### src/hw/rtl/exsm_pkg.sv
// ----------------------------------------------------------------------------
// exsm_pkg
// Shared types, codes and the next-state functions of the execution state
// machine.
// ----------------------------------------------------------------------------
package exsm_pkg;

  localparam int unsigned StateW = 5;
  localparam int unsigned OrderW = 4;

  typedef enum logic [StateW-1:0] {
    ST_IDLE         = 5'd0,
    ST_STARTING     = 5'd1,
    ST_EXECUTE      = 5'd2,
    ST_COMPLETING   = 5'd3,
    ST_COMPLETE     = 5'd4,
    ST_RESETTING    = 5'd5,
    ST_HOLDING      = 5'd6,
    ST_HELD         = 5'd7,
    ST_UNHOLDING    = 5'd8,
    ST_SUSPENDING   = 5'd9,
    ST_SUSPENDED    = 5'd10,
    ST_UNSUSPENDING = 5'd11,
    ST_STOPPING     = 5'd12,
    ST_STOPPED      = 5'd13,
    ST_ABORTING     = 5'd14,
    ST_ABORTED      = 5'd15,
    ST_CLEARING     = 5'd16
  } exec_state_e;

  typedef enum logic [OrderW-1:0] {
    OR_START     = 4'd0,
    OR_RESET     = 4'd1,
    OR_HOLD      = 4'd2,
    OR_UNHOLD    = 4'd3,
    OR_SUSPEND   = 4'd4,
    OR_UNSUSPEND = 4'd5,
    OR_ABORT     = 4'd6,
    OR_STOP      = 4'd7,
    OR_CLEAR     = 4'd8,
    OR_COMPLETE  = 4'd9
  } order_e;

  // Event kinds carried on the input side-band.
  localparam logic KIND_ORDER  = 1'b0;
  localparam logic KIND_FINISH = 1'b1;

  // State after an order; unlisted orders keep the state.
  function automatic exec_state_e after_order(exec_state_e s, logic [OrderW-1:0] o);
    exec_state_e n;
    n = s;
    unique case (s)
      ST_IDLE: begin
        if (o == OR_START) n = ST_STARTING;
        else if (o == OR_STOP) n = ST_STOPPING;
        else if (o == OR_ABORT) n = ST_ABORTING;
      end
      ST_EXECUTE: begin
        if (o == OR_COMPLETE) n = ST_COMPLETING;
        else if (o == OR_HOLD) n = ST_HOLDING;
        else if (o == OR_SUSPEND) n = ST_SUSPENDING;
        else if (o == OR_STOP) n = ST_STOPPING;
        else if (o == OR_ABORT) n = ST_ABORTING;
      end
      ST_COMPLETE, ST_STOPPED: begin
        if (o == OR_RESET) n = ST_RESETTING;
        else if (o == OR_STOP && s == ST_COMPLETE) n = ST_STOPPING;
        else if (o == OR_ABORT) n = ST_ABORTING;
      end
      ST_HELD: begin
        if (o == OR_UNHOLD) n = ST_UNHOLDING;
        else if (o == OR_STOP) n = ST_STOPPING;
        else if (o == OR_ABORT) n = ST_ABORTING;
      end
      ST_SUSPENDED: begin
        if (o == OR_UNSUSPEND) n = ST_UNSUSPENDING;
        else if (o == OR_STOP) n = ST_STOPPING;
        else if (o == OR_ABORT) n = ST_ABORTING;
      end
      ST_STARTING, ST_COMPLETING, ST_RESETTING, ST_HOLDING,
      ST_UNHOLDING, ST_SUSPENDING, ST_UNSUSPENDING: begin
        if (o == OR_STOP) n = ST_STOPPING;
        else if (o == OR_ABORT) n = ST_ABORTING;
      end
      ST_STOPPING, ST_CLEARING: begin
        if (o == OR_ABORT) n = ST_ABORTING;
      end
      ST_ABORTED: begin
        if (o == OR_CLEAR) n = ST_CLEARING;
      end
      default: n = s;
    endcase
    return n;
  endfunction

  // State after the acting state reports it is done.
  function automatic exec_state_e after_finish(exec_state_e s);
    exec_state_e n;
    unique case (s)
      ST_STARTING:     n = ST_EXECUTE;
      ST_EXECUTE:      n = ST_COMPLETING;
      ST_COMPLETING:   n = ST_COMPLETE;
      ST_RESETTING:    n = ST_IDLE;
      ST_HOLDING:      n = ST_HELD;
      ST_UNHOLDING:    n = ST_EXECUTE;
      ST_SUSPENDING:   n = ST_SUSPENDED;
      ST_UNSUSPENDING: n = ST_EXECUTE;
      ST_STOPPING:     n = ST_STOPPED;
      ST_STOPPED:      n = ST_IDLE;
      ST_ABORTING:     n = ST_ABORTED;
      ST_CLEARING:     n = ST_STOPPED;
      default:         n = s;
    endcase
    return n;
  endfunction

endpackage

### src/hw/rtl/execution_state_machine_unit.sv
// ----------------------------------------------------------------------------
// execution_state_machine_unit
// PackML-style execution state machine with stream-style event input and
// state report output.
// ----------------------------------------------------------------------------
// Usage:
//   Slave channel s_axis_*: one event per transfer. tuser = kind (0 order,
//   1 current acting state finished), tdata[3:0] = order code.
//   Master channel m_axis_*: one result per event. tdata[4:0] = state after
//   the event, tuser = 1 when the event moved the state.
// Output: a result appears on m_axis in the cycle after its event transfer.
// Throughput: one event per cycle while results are taken. The next state is
//   a combinational table lookup on the state register and the event, and the
//   result register is loaded in the same cycle the state register moves.
// Stall: while a result waits in the output register and the receiver holds
//   m_axis_tready low, s_axis_tready is low; when the receiver takes the
//   result, a new event is accepted in that same cycle.
// Reset: the state returns to idle and the output register is emptied.
//   Orders not listed for the current state and finish events in states
//   without a finish step give a result with the state kept and tuser = 0.
// ----------------------------------------------------------------------------
module execution_state_machine_unit (
  input  logic       clk_i,
  input  logic       rst_ni,
  // Event input
  input  logic       s_axis_tvalid,
  output logic       s_axis_tready,
  input  logic [7:0] s_axis_tdata,   // [3:0] order_code, [7:4] zero
  input  logic       s_axis_tuser,   // [0] kind
  // Result output
  output logic       m_axis_tvalid,
  input  logic       m_axis_tready,
  output logic [7:0] m_axis_tdata,   // [4:0] exec_state, [7:5] zero
  output logic       m_axis_tuser    // [0] state_changed
);

  exsm_pkg::exec_state_e state_q, state_d;
  logic                  out_valid_q;
  exsm_pkg::exec_state_e out_state_q;
  logic                  out_changed_q;
  logic                  in_xfer;

  // Output register frees up when empty or when its result is taken.
  assign s_axis_tready = !out_valid_q || m_axis_tready;
  assign in_xfer       = s_axis_tvalid && s_axis_tready;

  // Next-state lookup; the order code is ignored for finish events.
  always_comb begin
    if (s_axis_tuser == exsm_pkg::KIND_FINISH) begin
      state_d = exsm_pkg::after_finish(state_q);
    end else begin
      state_d = exsm_pkg::after_order(state_q,
                                      s_axis_tdata[exsm_pkg::OrderW-1:0]);
    end
  end

  always_ff @(posedge clk_i or negedge rst_ni) begin
    if (!rst_ni) begin
      state_q     <= exsm_pkg::ST_IDLE;
      out_valid_q <= 1'b0;
    end else begin
      if (in_xfer) begin
        state_q     <= state_d;
        out_valid_q <= 1'b1;
      end else if (m_axis_tready) begin
        out_valid_q <= 1'b0;
      end
    end
  end

  // Result payload, no reset needed.
  always_ff @(posedge clk_i) begin
    if (in_xfer) begin
      out_state_q   <= state_d;
      out_changed_q <= (state_d != state_q);
    end
  end

  assign m_axis_tvalid = out_valid_q;
  assign m_axis_tdata  = {3'b000, out_state_q};
  assign m_axis_tuser  = out_changed_q;

  // --------------------------------------------------------------------------
  // Assertions
  // --------------------------------------------------------------------------
  // An accepted event always leaves a result in the output register.
  a_result_follows: assert property (@(posedge clk_i) disable iff (!rst_ni)
    in_xfer |=> m_axis_tvalid)
    else $error("event transfer produced no result");

  // The pending result always reports the live state.
  a_out_matches_state: assert property (@(posedge clk_i) disable iff (!rst_ni)
    m_axis_tvalid |-> (out_state_q == state_q))
    else $error("reported state differs from state register");

  // A changed flag means the state register really moved on that transfer.
  a_changed_moves: assert property (@(posedge clk_i) disable iff (!rst_ni)
    in_xfer && (state_d != state_q) |=> (state_q != $past(state_q)))
    else $error("state change flagged but state register held");

  // The state register never leaves the defined code range.
  a_state_range: assert property (@(posedge clk_i) disable iff (!rst_ni)
    state_q <= exsm_pkg::ST_CLEARING)
    else $error("state register outside defined codes");

endmodule

### config.mk
export PLATFORM = sky130hd
export DESIGN_NAME = execution_state_machine_unit
export DESIGN_NICKNAME = d
export VERILOG_FILES = /design/src/hw/rtl/exsm_pkg.sv /design/src/hw/rtl/execution_state_machine_unit.sv
export SDC_FILE = /design/constraint.sdc
export NUM_CORES = 1
export LEC_CHECK = 0
export BUFFER_PORTS_ARGS = -buffer_cell sky130_fd_sc_hd__buf_2
export CORE_ASPECT_RATIO = 1.4
export CORE_MARGIN = 2
export CORE_UTILIZATION = 51
export CTS_BUF_LIST = sky130_fd_sc_hd__clkbuf_2
export CTS_CLUSTER_DIAMETER = 120
export DETAILED_ROUTE_END_ITERATION = 16
export PLACE_DENSITY_LB_ADDON = 0.3
export SLEW_MARGIN = 20
export SYNTH_ARGS = -nofsm -noshare
export SYNTH_HDL_FRONTEND = slang
export SYNTH_SLANG_ARGS = --single-unit
### constraint.sdc
create_clock -name clk_i -period 3.6 [get_ports clk_i]
set_clock_uncertainty 0.1 [all_clocks]
set_input_delay 0.54 -clock clk_i [delete_from_list [all_inputs] [get_ports clk_i]]
set_output_delay 0.54 -clock clk_i [all_outputs]
set_load 0.01 [all_outputs]
### Word-level counts from Yosys, hierarchy flattened

Cells that the tools add are included.

| cells by class | value |
|---|---|
| reduce and logical (&&, ||, !) cells | 12 |
| muxes and demuxes | 16 |
| equal/unequal tests | 26 |

Operators by type and width:

| kind | count |
|---|---|
| one-hot mux 5 bit (8 select lines) | 2 |
| 2-to-1 mux 5 bit | 12 |
| equality test 5 x 4 -> 1 bit (second input constant) | 8 |
| equality test 5 x 3 -> 1 bit (second input constant) | 4 |
| equality test 4 x 3 -> 1 bit (second input constant) | 4 |
| equality test 5 x 2 -> 1 bit (second input constant) | 2 |
| equality test 4 x 2 -> 1 bit (second input constant) | 2 |
| equality test 4 bit (second input constant) | 2 |
| OR reduction 7 bit | 1 |
| OR reduction 2 bit | 3 |
| equality test 5 x 1 -> 1 bit (second input constant) | 1 |
| equality test 5 bit (second input constant) | 1 |
| zero test 5 bit | 1 |
| inequality test 5 bit | 1 |
| equality test 4 x 1 -> 1 bit (second input constant) | 1 |
| zero test 4 bit | 1 |
| OR reduction 3 bit | 1 |
| logical AND 1 bit | 2 |
| 2-to-1 mux 1 bit | 2 |
| nonzero test 2 bit | 1 |
| zero test 1 bit | 1 |
| logical OR 1 bit | 1 |

| word-level totals | value |
|---|---|
| bits in registers | 12 |
| word-level logic and storage cells | 58 |
| input bits | 13 |
| output and inout port bits | 11 |

### Logic depth before layout (Yosys ltp)

| logic depth | value |
|---|---|
| depth in word-level cells | 9 |
| gate-level depth with buffers | 9 |
| mapped depth without buffers | 7 |

### Worst setup path before layout

No wires, ideal clock.

| timing | value |
|---|---|
| path kind | register to register |
| start | register state_q[4] |
| end | register out_changed_q, in the netlist m_axis_tuser (data pin) |
| buffers on the path | 1 |
| slack | 1206 ps |
| period minus slack after synthesis | 2394 ps |
| required time | 3233 ps |
| arrival | 2027 ps |
| stages on the path, launching flop included | 9 |
| library setup time | 267 ps |
| cells stage by stage | dfrtp_1 > buf_6 > or4_4 > or4_1 > o311a_1 > a2bb2oi_1 > nand4_2 > mux2i_1 > nand3_1 |

| between the ends | value |
|---|---|
| word-level cells in the longest chain between the ends | 8 |
| elaborated cells between the ends (all ways) | 38 |
| classes of those cells | 17 x eq/ne; 14 x mux; 7 x reduce/logical |

RTL lines:

| what | line | RTL |
|---|---|---|
| from (decl) | execution_state_machine_unit.sv:37 | `exsm_pkg::exec_state_e state_q, state_d;` |
| from (signal assigned) | execution_state_machine_unit.sv:59 | `state_q <= exsm_pkg::ST_IDLE;` |
| from (signal assigned) | execution_state_machine_unit.sv:63 | `state_q <= state_d;` |
| 2-to-1 mux 5 bit | n/a |  |
| 2-to-1 mux 5 bit | exsm_pkg.sv:82 | `if (o == OR_STOP) n = ST_STOPPING;` |
| 2-to-1 mux 5 bit | exsm_pkg.sv:61 | `else if (o == OR_SUSPEND) n = ST_SUSPENDING;` |
| 2-to-1 mux 5 bit | exsm_pkg.sv:60 | `else if (o == OR_HOLD) n = ST_HOLDING;` |
| 2-to-1 mux 5 bit | exsm_pkg.sv:59 | `if (o == OR_COMPLETE) n = ST_COMPLETING;` |
| one-hot mux 5 bit (8 select lines) | exsm_pkg.sv:52 | `unique case (s)` |
| 2-to-1 mux 5 bit | execution_state_machine_unit.sv:49 | `if (s_axis_tuser == exsm_pkg::KIND_FINISH) begin` |
| inequality test 5 bit * | execution_state_machine_unit.sv:75 | `out_changed_q <= (state_d != state_q);` |
| to (signal assigned) | execution_state_machine_unit.sv:75 |  |
| to (decl) | execution_state_machine_unit.sv:40 | `logic out_changed_q;` |

Mark *: on every way between the ends. The rest lies on a longest branch, timed or not.
A chain may end at the register's enable or synchronous reset.

### Worst setup path in the final report

| timing | value |
|---|---|
| start | register state_q[2] |
| end | register out_changed_q, in the netlist m_axis_tuser (data pin) |

The elaborated chain is that of the path after synthesis.

==> flow_summary.json <==
{
  "vias": 1641,
  "post_drt_wl_per_cell_um": 17.0,
  "maxSlewViolCount": 0,
  "clockBufferDepth": 2,
  "critical_path.startpoint_type": "register",
  "cts_resized": 0,
  "area.sequential_um2": 330,
  "gp_congestion": 0.953,
  "die_h_um": 68.1,
  "r2r_cells": 7,
  "initial_core_util_pct": 53.1,
  "placed_area_mm2": 0.00157,
  "worstPathCellList": "or4_4 > or4_1 > o311a_1 > a2bb2oi_1 > nand4_2 > mux2i_1 > nand3_1",
  "dieArea_mm2": 0.00339,
  "ant_nets": 0,
  "tightest_slew_ps": 631,
  "firstDrtPassIters": 4,
  "ys_seq_area_share_pct": 22.1,
  "power.density_mw_per_mm2": 790,
  "drc": 0,
  "hold_viol": 0,
  "syn_to_final_growth_pct": 6.68,
  "synth_commonest_cells": "a21oi_1, nor2_1, o21ai_0",
  "clock-sinks": 12,
  "cts_max_level": 1,
  "multi_input_area_mm2": 0.00104,
  "pre_cts_ws_ps": 839,
  "final_area_mm2": 0.00160,
  "die_x_um": 49.8,
  "min_period_over_period_pct": 77.8,
  "synth_top_area_share_pct": 12.0,
  "synth_cells": 198,
  "io_buffers": 16,
  "worst_ep_required_time_ps": 3520,
  "end_kind": "register",
  "ir_worst_vdd_uv": 362,
  "rsz0062_at_grt": "no",
  "synth.distinct_cells": 64,
  "cp_max_fo": 12,
  "grt_pass1_vias": 1493,
  "grt_pass1_wl_mm": 6.84,
  "fill_cells": 290,
  "maxSlewHeadroom_pct": 58.0,
  "overflow": 0,
  "ios": 24,
  "cts_tree": "done",
  "yosysWarnings": 0,
  "max_freq_ghz": 0.357,
  "setup_ws_ps": 798,
  "antenna_found_initial": 0,
  "worstSkewPairLatency_ps": 270,
  "worst-endpoint-arrival_ps": 2720,
  "synth_top_area_cell": "edfxtp_1",
  "post_synth.cell_area_avg_um2": 7.56,
  "grt_use_total_pct": 26.5,
  "cts.clk_slew.worst_paths_ps": 100,
  "whs_path_depth": 2,
  "synth-seq-cells": 12,
  "ys_top_cells_by_area": "edfxtp_1, dfrtp_1, a21oi_1",
  "syn-cell-area_mm2": 0.00150,
  "p_leak_nw": 0.604,
  "wl_mm": 4.13,
  "diodes": 0,
  "synth_ff_type": "edfxtp_1",
  "cts_buffers": 3,
  "tns_ps": 0,
  "path_class": "reg2reg",
  "fin_nets": 220,
  "fin_crit_ps": 2800,
  "drtIter0Drc": 77,
  "synth-edff-count": 6,
  "crit_slowest_cell": "or4_4",
  "cts_hold_buf": 1,
  "drt-vias-per-instance": 6.75,
  "post-dp-hpwl_mm": 3.16,
  "synth_most_common_cell": "a21oi_1",
  "async_flop_share_pct": 50.0,
  "drive_gt1_share_pct": 18.0,
  "cpPeakStageDelay_ps": 620,
  "max-cap-violations": 0,
  "core_area_mm2": 0.00282,
  "hp-class": "in2reg",
  "cts_root_buf": "clkbuf_2",
  "setup_viol": 0,
  "power_mw": 1.26,
  "row_count": 23,
  "cts_setup_buffers": 0,
  "grt_max_degree": 24,
  "outcome": "complete, no violations"
}
-- cells in the final DEF, fill, tap and decap left out, drive strengths merged, types with 4 or more instances in the layout --
cell / instances
o31a: 4
dfrtp: 6
o21ai: 15
edfxtp: 6
nor2: 13
mux2: 4
a21oi: 16
nand2: 10
buf: 21
nor2b: 5
nand2b: 10
nor3: 5
clkbuf: 4
nor4: 6
nand3: 6
inv: 7
o22ai: 4
-- path summary, 6_finish.rpt --
kind                                            from                        end  slack (ps)
max                           state_q[2]$_DFFE_PN0P_     m_axis_tuser$_DFFE_PP_         800
min                                    s_axis_tvalid  m_axis_tvalid$_DFFE_PN0P_         380
max reg2reg                   state_q[2]$_DFFE_PN0P_     m_axis_tuser$_DFFE_PP_         800
min reg2reg                m_axis_tvalid$_DFFE_PN0P_  m_axis_tvalid$_DFFE_PN0P_         450
max in group asynchronous                     rst_ni     state_q[3]$_DFFE_PN0P_        2740
min in group asynchronous                     rst_ni     state_q[4]$_DFFE_PN0P_         510
-- through the flow --
| step | hold WS [ps] | std cells | util (%) |
|---|---|---|---|
| 2_1_floorplan | 144 | 200 | - |
| 3_3_place_gp | 274 | 238 | 55.6 |
| 3_5_place_dp | 277 | 238 | 55.6 |
| 4_1_cts | 380 | 243 | 56.7 |
| 5_1_grt | 384 | 243 | 56.7 |
| 6_report | 381 | 243 | 56.7 |
-- worst max-delay path, delay by kind of cell (launching register included) --
| family | cells | cell delay (ps) |
|---|---|---|
| AND/OR/NAND/NOR | 4 | 1330 |
| AO/OA/AOI/OAI | 2 | 280 |
| flip-flops | 1 | 540 |
| multiplexers | 1 | 300 |
-- metal layers --
| metal | track usage, % | vias to the layer above | routed length, um |
|---|---|---|---|
| met1 | 28.5 | 762 | 1530 |
| met4 | 18.4 | 0 | 235 |
| met3 | 1.75 | 22 | 275 |
| li1 | - | 769 | - |
| met2 | 49.3 | 88 | 2090 |
| met5 | 0 | - | 0 |
-- cell families (layout without fill, tap and decap cells) --
family | count (synthesis) | count (layout) | synth area share, %
AO/OA/AOI/OAI | 68 | 68 | 31.2
adder cells (fa/ha/maj) | 1 | 1 | 0.668
buffers and inverters | 28 | 34 | 8.77
flip-flops | 12 | 12 | 22.1
multiplexers | 5 | 5 | 3.68
other | 1 | 3 | 0.250
AND/OR/NAND/NOR | 83 | 83 | 33.4
-- report_power, final --
part / internal, mW / leakage [nW] / switching (mW) / total (mW)
registers: 0.205 / 0.126 / 0.0729 / 0.278
clock network: 0.0295 / 0.0166 / 0.0404 / 0.0699
logic: 0.374 / 0.461 / 0.541 / 0.915
-- sequential cells by signal (all words and copies together), names as in the netlist --
signal         flops
state_q            5
out_state_q        5
m_axis_tuser       1
m_axis_tvalid      1
-- cell type report --
cell class              instances  area share (%)
flip-flops and latches         12            20.7
repair buffers                 22            7.99
multi-input cells             160            65.3
inverters                       8            1.88
clock buffers                   4            1.25
well taps                      37            2.90
No activity file was read; power rests on OpenSTA's default activity.
